File: src/rtl/shpd_pkg.sv
// ----------------------------------------------------------------------------
// shpd_pkg
// Shared constants, codes and tables of the surge/heading PD controller.
// ----------------------------------------------------------------------------
`default_nettype none

package shpd_pkg;

    localparam int CORDIC_STEPS_DEF = 16;
    localparam int ANGLE_BITS_DEF   = 16;
    localparam int ATAN_ENTRIES     = 24;

    localparam logic [1:0] OP_TICK     = 2'd0;
    localparam logic [1:0] OP_CMD_HEAD = 2'd1;
    localparam logic [1:0] OP_CMD_RATE = 2'd2;
    localparam logic [1:0] OP_RSVD     = 2'd3;

    localparam logic [2:0] REG_SURGE_GAIN = 3'd0;
    localparam logic [2:0] REG_HEAD_GAIN  = 3'd1;
    localparam logic [2:0] REG_DAMP_GAIN  = 3'd2;
    localparam logic [2:0] REG_FORCE_LIM  = 3'd3;
    localparam logic [2:0] REG_TORQUE_LIM = 3'd4;
    localparam logic [2:0] REG_STALE_LIM  = 3'd5;

    localparam logic [15:0] SURGE_GAIN_RST = 16'd1500;
    localparam logic [17:0] HEAD_GAIN_RST  = 18'd60000;
    localparam logic [15:0] DAMP_GAIN_RST  = 16'd25000;
    localparam logic [15:0] FORCE_LIM_RST  = 16'd8000;
    localparam logic [17:0] TORQUE_LIM_RST = 18'd10000;
    localparam logic [15:0] STALE_LIM_RST  = 16'd1000;

    // 2*pi in Q.28, and 0.15 rad in Q.28
    localparam logic [31:0] TWO_PI_Q28    = 32'd1686629713;
    localparam logic [31:0] ERR_LIMIT_Q28 = 32'd40265318;

    // atan(2^-i), 2^32 per turn
    function automatic logic [31:0] f_atan_turn32(input logic [4:0] i);
        logic [31:0] v;
        unique case (i)
            5'd0:    v = 32'd536870912;
            5'd1:    v = 32'd316933406;
            5'd2:    v = 32'd167458907;
            5'd3:    v = 32'd85004756;
            5'd4:    v = 32'd42667331;
            5'd5:    v = 32'd21354465;
            5'd6:    v = 32'd10679838;
            5'd7:    v = 32'd5340245;
            5'd8:    v = 32'd2670163;
            5'd9:    v = 32'd1335087;
            5'd10:   v = 32'd667544;
            5'd11:   v = 32'd333772;
            5'd12:   v = 32'd166886;
            5'd13:   v = 32'd83443;
            5'd14:   v = 32'd41722;
            5'd15:   v = 32'd20861;
            5'd16:   v = 32'd10430;
            5'd17:   v = 32'd5215;
            5'd18:   v = 32'd2608;
            5'd19:   v = 32'd1304;
            5'd20:   v = 32'd652;
            5'd21:   v = 32'd326;
            5'd22:   v = 32'd163;
            5'd23:   v = 32'd81;
            default: v = 32'd0;
        endcase
        return v;
    endfunction

endpackage

`default_nettype wire

File: src/rtl/surge_heading_pd_controller_unit.sv
// ----------------------------------------------------------------------------
// surge_heading_pd_controller_unit
// Surge speed and heading/yaw-rate PD controller with CORDIC yaw extraction.
// ----------------------------------------------------------------------------
// Input stream (s_*): s_tuser carries the opcode. A command transfer stores
// the set-points and mode and gives no result. A tick transfer carries
// quaternion, world velocity and measured yaw rate and gives one result
// on the output stream (m_*): world force, yaw torque and the freshness
// flag in m_tuser. Opcode 3 is dropped.
// A tick runs through one shared signed multiplier under a sequencer: nine
// products for the body axis and surge speed, CORDIC_STEPS iterations
// (capped at ATAN_ENTRIES) of the CORDIC vectoring stage (heading mode only,
// skipped for a zero axis), then up to seven more. After a tick transfer
// s_tready stays low until the result register is loaded, so a new transfer
// is accepted only once the previous tick is through. The result sits in an
// output register; if the receiver stalls with a result still held, the
// next tick waits in its last step. Configuration writes (i_cfg_we) take
// effect at once and must be made while idle; the block itself does not
// enforce this. Synchronous reset restores register defaults and clears
// all set-points, the staleness count and the output valid.
// ----------------------------------------------------------------------------
`default_nettype none

module surge_heading_pd_controller_unit #(
    parameter int CORDIC_STEPS = shpd_pkg::CORDIC_STEPS_DEF,
    parameter int ANGLE_BITS   = shpd_pkg::ANGLE_BITS_DEF
) (
    input  wire logic         i_clk,
    input  wire logic         i_rst_n,
    input  wire logic         i_cfg_we,
    input  wire logic [2:0]   i_cfg_idx,
    input  wire logic [17:0]  i_cfg_data,
    input  wire logic         s_tvalid,
    output logic              s_tready,
    // cmd_surge, cmd_heading, cmd_yaw_rate, quat_w, quat_x, quat_y, quat_z,
    // vel_x, vel_y, vel_z, meas_yaw_rate (16 bits each)
    input  wire logic [175:0] s_tdata,
    // opcode
    input  wire logic [1:0]   s_tuser,
    output logic              m_tvalid,
    input  wire logic         m_tready,
    // force_x(17), force_y(17), force_z(17), torque_yaw(19), zero pad(2)
    output logic [71:0]       m_tdata,
    // command_fresh
    output logic [0:0]        m_tuser
);

    localparam int MA   = 40;
    localparam int MB   = (ANGLE_BITS + 1 > 19) ? ANGLE_BITS + 1 : 19;
    localparam int PW   = MA + MB;
    localparam int CW   = 37;
    localparam int EW   = 40;
    localparam int AB   = ANGLE_BITS;
    localparam int NSTP = (CORDIC_STEPS < shpd_pkg::ATAN_ENTRIES) ?
                          CORDIC_STEPS : shpd_pkg::ATAN_ENTRIES;
    localparam int CNW  = $clog2(NSTP + 1);

    localparam logic signed [PW-1:0] ERR_LIM = PW'(shpd_pkg::ERR_LIMIT_Q28);

    localparam logic [4:0] ST_IDLE = 5'd0;
    localparam logic [4:0] ST_YY   = 5'd1;
    localparam logic [4:0] ST_ZZ   = 5'd2;
    localparam logic [4:0] ST_XY   = 5'd3;
    localparam logic [4:0] ST_WZ   = 5'd4;
    localparam logic [4:0] ST_XZ   = 5'd5;
    localparam logic [4:0] ST_WY   = 5'd6;
    localparam logic [4:0] ST_VX   = 5'd7;
    localparam logic [4:0] ST_VY   = 5'd8;
    localparam logic [4:0] ST_VZ   = 5'd9;
    localparam logic [4:0] ST_CI   = 5'd10;
    localparam logic [4:0] ST_CR   = 5'd11;
    localparam logic [4:0] ST_ERR  = 5'd12;
    localparam logic [4:0] ST_ERR2 = 5'd13;
    localparam logic [4:0] ST_E    = 5'd14;
    localparam logic [4:0] ST_SG   = 5'd15;
    localparam logic [4:0] ST_T1   = 5'd16;
    localparam logic [4:0] ST_T2   = 5'd17;
    localparam logic [4:0] ST_FX   = 5'd18;
    localparam logic [4:0] ST_FY   = 5'd19;
    localparam logic [4:0] ST_FZ   = 5'd20;
    localparam logic [4:0] ST_DONE = 5'd21;

    // configuration
    logic [15:0] r_sg, r_yd, r_fl, r_sl;
    logic [17:0] r_hg, r_tl;
    // command state
    logic signed [15:0] r_dsurge, r_dyaw;
    logic [15:0]        r_dhead, r_ticks;
    logic               r_hmode, r_have;
    // tick working state
    logic [4:0]         r_state;
    logic               r_fresh, r_hm;
    logic signed [15:0] r_ds, r_dr;
    logic signed [15:0] r_qw, r_qx, r_qy, r_qz, r_vx, r_vy, r_vz, r_meas;
    logic signed [PW-1:0] r_prod, r_t, r_vb;
    logic signed [MA-1:0] r_ax, r_ay, r_az;
    logic signed [CW-1:0] r_cx, r_cy;
    logic [AB-1:0]        r_z;
    logic [CNW-1:0]       r_cnt;
    logic signed [31:0]   r_err;
    logic signed [EW-1:0] r_e;
    logic signed [16:0]   r_dm;
    logic signed [16:0]   r_fs, r_fx, r_fy;
    logic signed [18:0]   r_tq;
    logic                 r_ovalid;
    logic [71:0]          r_odata;
    logic                 r_ofresh;

    logic signed [MA-1:0] mul_a;
    logic signed [MB-1:0] mul_b;
    logic                 s_xfer;
    logic                 tick_fresh;

    function automatic logic signed [PW-1:0] f_rshr(input logic signed [PW-1:0] v,
                                                    input int k);
        logic signed [PW-1:0] one;
        one = PW'(1);
        return (v + (one <<< (k - 1))) >>> k;
    endfunction

    function automatic logic signed [PW-1:0] f_clamp(input logic signed [PW-1:0] v,
                                                     input logic signed [PW-1:0] lim);
        logic signed [PW-1:0] r;
        r = v;
        if (v > lim) begin
            r = lim;
        end else if (v < -lim) begin
            r = -lim;
        end
        return r;
    endfunction

    assign s_tready = (r_state == ST_IDLE);
    assign s_xfer   = s_tvalid && s_tready;
    assign m_tvalid = r_ovalid;
    assign m_tdata  = r_odata;
    assign m_tuser  = r_ofresh;
    assign tick_fresh = r_have && (r_ticks < r_sl);

    // heading error operands
    logic [23:0]          dh_full;
    logic [AB-1:0]        dh, dd;
    logic signed [AB:0]   eu;
    always_comb begin
        dh_full = {r_dhead, 8'd0} >> (24 - AB);
        dh      = dh_full[AB-1:0];
        dd      = dh - r_z;
        if (dd == {1'b1, {(AB-1){1'b0}}}) begin
            eu = $signed({1'b0, dd});
        end else begin
            eu = $signed({dd[AB-1], dd});
        end
    end

    // CORDIC step
    logic signed [CW-1:0] cx_sh, cy_sh;
    logic [32:0]          atan_r;
    logic [AB-1:0]        atan_a;
    always_comb begin
        cx_sh  = r_cx >>> r_cnt;
        cy_sh  = r_cy >>> r_cnt;
        atan_r = {1'b0, shpd_pkg::f_atan_turn32(5'(r_cnt))} +
                 (33'd1 << (31 - AB));
        atan_a = AB'(atan_r >> (32 - AB));
    end

    // shared multiplier operand select
    always_comb begin
        mul_a = MA'(r_qy);
        mul_b = MB'(r_qy);
        unique case (r_state)
            ST_ZZ:   begin mul_a = MA'(r_qz);  mul_b = MB'(r_qz); end
            ST_XY:   begin mul_a = MA'(r_qx);  mul_b = MB'(r_qy); end
            ST_WZ:   begin mul_a = MA'(r_qw);  mul_b = MB'(r_qz); end
            ST_XZ:   begin mul_a = MA'(r_qx);  mul_b = MB'(r_qz); end
            ST_WY:   begin mul_a = MA'(r_qw);  mul_b = MB'(r_qy); end
            ST_VX:   begin mul_a = r_ax;       mul_b = MB'(r_vx); end
            ST_VY:   begin mul_a = r_ay;       mul_b = MB'(r_vy); end
            ST_VZ:   begin mul_a = r_az;       mul_b = MB'(r_vz); end
            ST_ERR:  begin
                mul_a = MA'($signed({1'b0, shpd_pkg::TWO_PI_Q28}));
                mul_b = MB'(eu);
            end
            ST_SG:   begin mul_a = r_e; mul_b = MB'($signed({1'b0, r_sg})); end
            ST_T1:   begin
                if (r_hm) begin
                    mul_a = MA'(r_err);
                    mul_b = MB'($signed({1'b0, r_hg}));
                end else begin
                    mul_a = MA'(r_dm);
                    mul_b = MB'($signed({1'b0, r_yd}));
                end
            end
            ST_T2:   begin mul_a = MA'(r_meas); mul_b = MB'($signed({1'b0, r_yd})); end
            ST_FX:   begin mul_a = r_ax; mul_b = MB'(r_fs); end
            ST_FY:   begin mul_a = r_ay; mul_b = MB'(r_fs); end
            ST_FZ,
            ST_DONE: begin mul_a = r_az; mul_b = MB'(r_fs); end
            default: begin mul_a = MA'(r_qy); mul_b = MB'(r_qy); end
        endcase
    end

    // helpers on the product register
    logic signed [PW-1:0] lim_f, lim_t, lim_o, tq_sum, err_full, fz_full;
    logic signed [PW-1:0] vb_sh, ds_sh;
    always_comb begin
        lim_f    = PW'($signed({1'b0, r_fl}));
        lim_t    = PW'($signed({1'b0, r_tl}));
        lim_o    = PW'(65535);
        tq_sum   = r_hm ? (r_t - (r_prod <<< 16)) : r_t;
        err_full = f_rshr(r_prod, AB);
        fz_full  = f_clamp(f_rshr(r_prod, 30), lim_o);
        vb_sh    = f_rshr(r_vb, 14);
        ds_sh    = PW'(r_ds) <<< 16;
    end

    always_ff @(posedge i_clk) begin
        r_prod <= PW'(mul_a) * PW'(mul_b);
        if (!i_rst_n) begin
            r_sg     <= shpd_pkg::SURGE_GAIN_RST;
            r_hg     <= shpd_pkg::HEAD_GAIN_RST;
            r_yd     <= shpd_pkg::DAMP_GAIN_RST;
            r_fl     <= shpd_pkg::FORCE_LIM_RST;
            r_tl     <= shpd_pkg::TORQUE_LIM_RST;
            r_sl     <= shpd_pkg::STALE_LIM_RST;
            r_dsurge <= '0;
            r_dyaw   <= '0;
            r_dhead  <= '0;
            r_ticks  <= '0;
            r_hmode  <= 1'b0;
            r_have   <= 1'b0;
            r_state  <= ST_IDLE;
            r_ovalid <= 1'b0;
        end else begin
            if (i_cfg_we) begin
                unique case (i_cfg_idx)
                    shpd_pkg::REG_SURGE_GAIN: r_sg <= i_cfg_data[15:0];
                    shpd_pkg::REG_HEAD_GAIN:  r_hg <= i_cfg_data;
                    shpd_pkg::REG_DAMP_GAIN:  r_yd <= i_cfg_data[15:0];
                    shpd_pkg::REG_FORCE_LIM:  r_fl <= i_cfg_data[15:0];
                    shpd_pkg::REG_TORQUE_LIM: r_tl <= i_cfg_data;
                    shpd_pkg::REG_STALE_LIM:  r_sl <= i_cfg_data[15:0];
                    default: ;
                endcase
            end
            if (r_ovalid && m_tready && r_state != ST_DONE) begin
                r_ovalid <= 1'b0;
            end
            unique case (r_state)
                ST_IDLE: begin
                    if (s_xfer) begin
                        if (s_tuser == shpd_pkg::OP_CMD_HEAD ||
                            s_tuser == shpd_pkg::OP_CMD_RATE) begin
                            r_dsurge <= $signed(s_tdata[15:0]);
                            r_dhead  <= s_tdata[31:16];
                            r_dyaw   <= $signed(s_tdata[47:32]);
                            r_hmode  <= (s_tuser == shpd_pkg::OP_CMD_HEAD);
                            r_ticks  <= '0;
                            r_have   <= 1'b1;
                        end else if (s_tuser == shpd_pkg::OP_TICK) begin
                            r_fresh <= tick_fresh;
                            r_hm    <= tick_fresh && r_hmode;
                            r_ds    <= tick_fresh ? r_dsurge : 16'sd0;
                            r_dr    <= tick_fresh ? r_dyaw : 16'sd0;
                            if (r_ticks != 16'hFFFF) begin
                                r_ticks <= r_ticks + 16'd1;
                            end
                            r_qw    <= $signed(s_tdata[63:48]);
                            r_qx    <= $signed(s_tdata[79:64]);
                            r_qy    <= $signed(s_tdata[95:80]);
                            r_qz    <= $signed(s_tdata[111:96]);
                            r_vx    <= $signed(s_tdata[127:112]);
                            r_vy    <= $signed(s_tdata[143:128]);
                            r_vz    <= $signed(s_tdata[159:144]);
                            r_meas  <= $signed(s_tdata[175:160]);
                            r_state <= ST_YY;
                        end
                    end
                end
                ST_YY: r_state <= ST_ZZ;
                ST_ZZ: begin
                    r_t     <= r_prod;
                    r_state <= ST_XY;
                end
                ST_XY: begin
                    r_ax    <= MA'((PW'(1) <<< 30) - ((r_t + r_prod) <<< 1));
                    r_state <= ST_WZ;
                end
                ST_WZ: begin
                    r_t     <= r_prod;
                    r_state <= ST_XZ;
                end
                ST_XZ: begin
                    r_ay    <= MA'((r_t + r_prod) <<< 1);
                    r_state <= ST_WY;
                end
                ST_WY: begin
                    r_t     <= r_prod;
                    r_state <= ST_VX;
                end
                ST_VX: begin
                    r_az    <= MA'((r_t - r_prod) <<< 1);
                    r_state <= ST_VY;
                end
                ST_VY: begin
                    r_t     <= r_prod;
                    r_state <= ST_VZ;
                end
                ST_VZ: begin
                    r_t     <= r_t + r_prod;
                    r_state <= ST_CI;
                end
                ST_CI: begin
                    r_vb  <= r_t + r_prod;
                    r_cnt <= '0;
                    if (r_ax < 0) begin
                        if (r_ay >= 0) begin
                            r_cx <= CW'(r_ay);
                            r_cy <= -CW'(r_ax);
                            r_z  <= AB'(1) << (AB - 2);
                        end else begin
                            r_cx <= -CW'(r_ay);
                            r_cy <= CW'(r_ax);
                            r_z  <= -(AB'(1) << (AB - 2));
                        end
                    end else begin
                        r_cx <= CW'(r_ax);
                        r_cy <= CW'(r_ay);
                        r_z  <= '0;
                    end
                    // zero axis: yaw stays zero
                    if (!r_hm) begin
                        r_state <= ST_E;
                    end else if (r_ax == 0 && r_ay == 0) begin
                        r_state <= ST_ERR;
                    end else begin
                        r_state <= ST_CR;
                    end
                end
                ST_CR: begin
                    if (r_cy >= 0) begin
                        r_cx <= r_cx + cy_sh;
                        r_cy <= r_cy - cx_sh;
                        r_z  <= r_z + atan_a;
                    end else begin
                        r_cx <= r_cx - cy_sh;
                        r_cy <= r_cy + cx_sh;
                        r_z  <= r_z - atan_a;
                    end
                    r_cnt <= r_cnt + CNW'(1);
                    if (r_cnt == CNW'(NSTP - 1)) begin
                        r_state <= ST_ERR;
                    end
                end
                ST_ERR: r_state <= ST_ERR2;
                ST_ERR2: begin
                    r_err <= 32'(err_full);
                    if (err_full > ERR_LIM || err_full < -ERR_LIM) begin
                        r_ds <= 16'sd0;
                    end
                    r_state <= ST_E;
                end
                ST_E: begin
                    r_e     <= EW'(ds_sh - vb_sh);
                    r_dm    <= 17'(r_dr) - 17'(r_meas);
                    r_state <= ST_SG;
                end
                ST_SG: r_state <= ST_T1;
                ST_T1: begin
                    r_fs    <= 17'(f_clamp(f_rshr(r_prod, 24), lim_f));
                    r_state <= ST_T2;
                end
                ST_T2: begin
                    r_t     <= r_hm ? r_prod : (r_prod <<< 16);
                    r_state <= ST_FX;
                end
                ST_FX: begin
                    r_tq    <= 19'(f_clamp(f_rshr(tq_sum, 28), lim_t));
                    r_state <= ST_FY;
                end
                ST_FY: begin
                    r_fx    <= 17'(fz_full);
                    r_state <= ST_FZ;
                end
                ST_FZ: begin
                    r_fy    <= 17'(fz_full);
                    r_state <= ST_DONE;
                end
                ST_DONE: begin
                    if (!r_ovalid || m_tready) begin
                        r_odata  <= {2'b00, r_tq, 17'(fz_full), r_fy, r_fx};
                        r_ofresh <= r_fresh;
                        r_ovalid <= 1'b1;
                        r_state  <= ST_IDLE;
                    end
                end
                default: r_state <= ST_IDLE;
            endcase
        end
    end

    a_load_from_done: assert property (@(posedge i_clk) disable iff (!i_rst_n)
        $rose(r_ovalid) |-> $past(r_state == ST_DONE))
        else $error("result register loaded outside the final step");

    a_cmd_clears_count: assert property (@(posedge i_clk) disable iff (!i_rst_n)
        (s_xfer && (s_tuser == shpd_pkg::OP_CMD_HEAD || s_tuser == shpd_pkg::OP_CMD_RATE))
        |=> (r_ticks == 16'd0 && r_have))
        else $error("command transfer did not restart staleness count");

    a_cordic_count: assert property (@(posedge i_clk) disable iff (!i_rst_n)
        (r_state == ST_CR) |-> (r_cnt < CNW'(NSTP)))
        else $error("CORDIC iteration count overrun");

    a_stale_zero: assert property (@(posedge i_clk) disable iff (!i_rst_n)
        (s_xfer && s_tuser == shpd_pkg::OP_TICK && !tick_fresh)
        |=> (!r_hm && r_ds == 16'sd0 && r_dr == 16'sd0))
        else $error("stale tick kept set-points");

endmodule

`default_nettype wire
File: config.mk
export PLATFORM = sky130hd
export DESIGN_NAME = surge_heading_pd_controller_unit
export DESIGN_NICKNAME = d
export VERILOG_FILES = /design/src/rtl/shpd_pkg.sv /design/src/rtl/surge_heading_pd_controller_unit.sv
export SDC_FILE = /design/constraint.sdc
export NUM_CORES = 2
export LEC_CHECK = 0
export BUFFER_PORTS_ARGS = -buffer_cell sky130_fd_sc_hd__buf_4
export CORE_MARGIN = 3
export CORE_UTILIZATION = 50
export DETAILED_ROUTE_END_ITERATION = 8
export PLACE_DENSITY = 0.66
export SLEW_MARGIN = 0
export SYNTH_ARGS = -nofsm -noshare
export SYNTH_HDL_FRONTEND = slang
export SYNTH_SLANG_ARGS = --single-unit
File: constraint.sdc
create_clock -name i_clk -period 23.4 [get_ports i_clk]
set_input_delay 4.68 -clock i_clk [delete_from_list [all_inputs] [get_ports i_clk]]
set_output_delay 4.68 -clock i_clk [all_outputs]
set_load 0.02 [all_outputs]
# ---- After elaboration in Yosys (flattened, before gate mapping)
# Memories as Yosys holds them, arrays and structs flattened. A register that Yosys moved wholly into a read port is not among the register bits.
# Index checks and enable logic that the tools add are counted.
dict set report word_totals {
  reg_bits 949
  latchBits 0
  ram_bits 0
  mem_bits_ro 960
  input_bits 204
  output_inout_bits 75
  wordCells 227
  n_memories 1
}
# memory words word_bits rd rd_clocked_by_memory_dff write_ports line_no
set memory_table {}
lappend memory_table {{(no name shown)} 32 30 1 1 0 shpd_pkg.sv:39} ;# unique case (i)
dict set report op_classes {
  addsub 25
  n_mul 1
  div_mod_pow 0
  n_lt_le_gt_ge 12
  n_eq_ne 38
  shifts 2
  n_mux 48
  bitwise 1
  n_reduce_logical 52
}
# cell count
set op_table {}
lappend op_table {{one-hot mux 40 bit (10 select lines)} 1}
lappend op_table {{two-way mux 37 bit} 6}
lappend op_table {{two-way mux 16 bit} 12}
lappend op_table {{one-hot mux 59 bit (3 select lines)} 1}
lappend op_table {{one-hot mux 19 bit (9 select lines)} 1}
lappend op_table {{one-hot mux 37 bit (2 select lines)} 2}
lappend op_table {{two-way mux 59 bit} 2}
lappend op_table {{one-hot mux 5 bit (22 select lines)} 1}
lappend op_table {{logical NOT 40 bit} 2}
lappend op_table {{adder 37 bit} 2}
lappend op_table {{negation 37 bit} 2}
lappend op_table {{>>> shifter 37 x 5 -> 37 bit} 2}
lappend op_table {{subtractor 37 bit} 2}
lappend op_table {{two-way mux 17 bit} 4}
lappend op_table {{one-hot mux 16 bit (2 select lines)} 2}
lappend op_table {{adder 59 x 17 -> 59 bit, second input constant} 1}
lappend op_table {{adder 59 x 25 -> 59 bit, second input constant} 1}
lappend op_table {{adder 59 x 29 -> 59 bit, second input constant} 1}
lappend op_table {{adder 59 x 31 -> 59 bit, second input constant} 1}
lappend op_table {{adder 59 bit} 1}
lappend op_table {{less-than comparator 31 x 59 -> 1 bit} 1}
lappend op_table {{less-than comparator 35 x 59 -> 1 bit} 1}
lappend op_table {{multiplier 40 x 19 -> 59 bit} 1}
lappend op_table {{negation 16 -> 59 bit} 1}
lappend op_table {{other kinds (61)} 128}

# ---- Depth between registers and ports, before layout
dict set report logic_depth {
  ltp_word 7
  mapped_depth 46
  depth_no_buf 45
}

# ---- Worst setup path after synthesis
# Ideal clock, no wire load.
dict set report synth_path {
  kind {in2reg}
  start {input i_rst_n}
  end {register r_dr[0], enable pin}
  setup_time_ns 1.009
  arrival_time_ns 19.049
  t_required_ns 22.391
  path_slack_ns 3.342
  stages 4
  path_buffers 2
  path_cell_list {clkbuf_1 inv_2 clkbuf_1 nor4_1}
}
dict set report synth_between {
  elab_chain_cells 1
}
# element line_no
set synth_rtl {}
lappend synth_rtl {{from (decl)} surge_heading_pd_controller_unit.sv:29} ;# input wire logic i_rst_n,
lappend synth_rtl {{AND reduction 5 bit (no source line)} --}
lappend synth_rtl {{to (signal assigned)} surge_heading_pd_controller_unit.sv:264} ;# r_dr <= tick_fresh ? r_dyaw : 16'sd0;
lappend synth_rtl {{to (decl)} surge_heading_pd_controller_unit.sv:93} ;# logic signed [15:0] r_ds, r_dr;
# Every way passes these cells.
# A chain may end at the register's enable or synchronous reset.

# ---- Final worst setup path
dict set report layout_path {
  start {register r_z[0]}
  end {register r_prod[57]}
}
dict set report layout_between {
  elab_chain_cells 5
}
# element line_no
set layout_rtl {}
lappend layout_rtl {{from (decl)} surge_heading_pd_controller_unit.sv:98} ;# logic [AB-1:0] r_z;
lappend layout_rtl {{from (signal assigned)} surge_heading_pd_controller_unit.sv:320} ;# r_z <= AB'(1) << (AB - 2);
lappend layout_rtl {{from (signal assigned)} surge_heading_pd_controller_unit.sv:324} ;# r_z <= -(AB'(1) << (AB - 2));
lappend layout_rtl {{from (signal assigned)} surge_heading_pd_controller_unit.sv:344} ;# r_z <= r_z + atan_a;
lappend layout_rtl {{subtractor 16 bit *} surge_heading_pd_controller_unit.sv:147} ;# dd = dh - r_z;
lappend layout_rtl {{equality test 16 bit} surge_heading_pd_controller_unit.sv:148} ;# if (dd == {1'b1, {(AB-1){1'b0}}}) begin
lappend layout_rtl {{two-way mux 17 bit *} surge_heading_pd_controller_unit.sv:148}
lappend layout_rtl {{one-hot mux 19 bit (9 select lines) *} surge_heading_pd_controller_unit.sv:171} ;# unique case (r_state)
lappend layout_rtl {{multiplier 40 x 19 -> 59 bit *} surge_heading_pd_controller_unit.sv:218} ;# r_prod <= PW'(mul_a) * PW'(mul_b);
lappend layout_rtl {{to (signal assigned)} surge_heading_pd_controller_unit.sv:218}
lappend layout_rtl {{to (decl)} surge_heading_pd_controller_unit.sv:95} ;# logic signed [PW-1:0] r_prod, r_t, r_vb;
# Mark *: on every way between the ends. The rest lies on a longest branch, timed or not.

==> flow_metrics.tcl <==
set metrics [dict create \
    slew_headroom_pct 7.52 \
    crit_buf_inv 3 \
    cts_resized 0 \
    place.gp.congestion 1.01 \
    rsz0062_at_grt "no" \
    final.setup.worst_slack_ns 9.42 \
    synth_top_cell_by_area "edfxtp_1" \
    initial_core_util_pct 50.5 \
    violations "design-rule violations" \
    path_clk_slew_ns 0.06 \
    setup.worst_path.class "reg2reg" \
    die_area_sq_um 188000 \
    cp.required_ns 24.08 \
    first_pass_iters 9 \
    drt_iter0_drc 9227 \
    dieWidth_um 434 \
    ioPinCount 279 \
    crit_path_end_kind "flip-flop" \
    ctsLongestPathBuffers 3 \
    dp_hpwl_mm 262 \
    synth_edf_count 704 \
    final_layout_size_suffix_gt1_share_pct 8.39 \
    cp_common_cell "fa_1" \
    area_growth_pct 9.26 \
    final_cell_count_no_fill 12600 \
    worst_hold_path_type "reg2reg" \
    ys_types 112 \
    final_nets 11700 \
    syn-cell-area_sq_um 91400 \
    finalInstanceArea_sq_um 99900 \
    setup_violations 0 \
    drc 19 \
    crit_arrival_ns 14.66 \
    cts_root_buf "clkbuf_16" \
    wl_mm 334 \
    cts_tree "built" \
    dp_cells 12400 \
    wl_per_cell_um 26.5 \
    finClkSkew_ns 0.0343 \
    status "complete, but fails checks" \
    yosys-top-cells-area "edfxtp_1 (23%), fa_1 (16%), ha_1 (8.3%), nand2_1 (6.0%), dfxtp_1 (5.4%)" \
    grt_remaining_overflow 0 \
    hold_viol 0 \
    io_buffers 276 \
    grt_max_degree 90 \
    first_global_vias 76300 \
    ys.flop_type "edfxtp_1" \
    post_cts_buffers 0 \
    rows 156 \
    avgSynthCellArea_sq_um 9.07 \
    period_needed_ns 13.98 \
    tns_ns 0 \
    htreeDepth 3 \
    post_dp_cell_area_sq_um 96200 \
    vias 78000 \
    cpPeakStageDelay_ns 0.71 \
    viasPerCell 6.18 \
    async_reset_ff_share_pct 0 \
    synth.ff_latch_count 950 \
    core_sq_um 181000 \
    fp.dieH_um 434 \
    yosysSeqAreaShare_pct 28.5 \
    crit_family "simple AND/OR/NAND/NOR gates" \
    path_max_fanout 35 \
    cts_buffers 104 \
    synth_top_area_share_pct 23.1 \
    detail-route-antenna-nets 0 \
    cts_hold_buf 0 \
    finalCritPeriodShare_pct 59.8 \
    numClockSinks 950 \
    cpMaxStageDelayCell "or4b_2" \
    tightest_slew_ns 1.37 \
    max_freq_mhz 71.5 \
    cap_violations 0 \
    startpoint_type "flip-flop" \
    worstSkewPairLatency_ns 0.75 \
    layout_common_cells "nand2_1 (1456), inv_1 (1061), fa_1 (734)" \
    dp_slack_ns 9.67 \
    antenna_found_initial 13 \
    yosys_warnings 0 \
    layout_commonest_cell "nand2_1" \
    maxSlewViolCount 0 \
    syn_inst 10100 \
    grt_pass1_wl_mm 491 \
    gr-usage-all-layers_pct 35.1 \
]
cells in the mapped netlist (all sizes together), types with 33 or more instances:
cell type,count
o211ai,109
edfxtp,704
nor3,142
and3,98
a222oi,71
buf,76
and2,100
a21oi,570
fa,734
clkbuf,412
nand2,1458
a31oi,73
o31ai,52
dfxtp,246
a211oi,42
xor2,220
a21o,172
nand3,234
nand2b,104
o21a,54
mux4,75
mux2i,112
a22oi,72
ha,604
nor2b,141
inv,1066
o21bai,62
xnor2,440
a21boi,33
o21ai,458
or3,66
nor4,81
nand4,105
nor2,721
sequential cells by signal, summed over array words and instances (netlist names), 18 cells and up, named ones only:
register / count
r_cx: 37
r_ax: 39
r_t: 59
r_tl: 18
r_err: 32
r_e: 40
r_cy: 37
r_vb: 41
r_hg: 18
r_prod: 59
r_tq: 19
m_tdata: 70
r_ay: 39
r_az: 39
per-stage QoR:
step                util (%)  hold slack [ns]
floorplan                  -            0.400
detailed placement      53.1            0.405
CTS                     55.1            0.417
finish                  55.1            0.416
global route            55.1            0.424
global placement        53.1            0.402
layout make-up:
| class | count | area, sq um |
|---|---|---|
| fill | 16200 | 81300 |
| antenna | 10 | 25.0 |
| clock inverter | 71 | 782 |
| clock buffer | 126 | 2830 |
| timing repair buffer | 456 | 3440 |
| multi-input combinational | 7569 | 59700 |
| sequential | 950 | 26100 |
| tap | 2370 | 2970 |
| inverter | 1070 | 4020 |
path summary, 6_finish.rpt:
path,startpoint,end,slack (ns),cells past startpoint
max,r_z[0],r_prod[57],9.42,41
min,r_fx[4],m_tdata[4],0.42,0
max reg2reg,r_z[0],r_prod[57],9.42,41
min reg2reg,r_fx[4],m_tdata[4],0.42,0
cell families (layout without fill, tap and decap cells):
family                   after synthesis  count (layout)  share of synthesized area (%)
multiplexers                         219             219                           3.47
buffers and inverters               1558            1723                           6.50
AND/OR/NAND/NOR                     3363            3363                           16.8
XOR/XNOR                             660             660                           6.33
other                                  1              12                        0.00410
flip-flops                           950             950                           28.5
adder cells (fa/ha/maj)             1338            1338                           24.3
AO/OA/AOI/OAI                       1987            1987                           14.1
layer usage:
| metal | vias up | track usage (%) | wire [um] |
|---|---|---|---|
| met1 | 38600 | 44.8 | 128000 |
| met3 | 873 | 6.45 | 30000 |
| met5 | - | 0 | 60 |
| met2 | 3794 | 55.5 | 152000 |
| met4 | 10 | 21.1 | 24300 |
| li1 | 34800 | - | - |
Power is left out: the tool's default activity adds up to more than one toggle a clock period on the data nets, which glitch-free logic cannot reach.
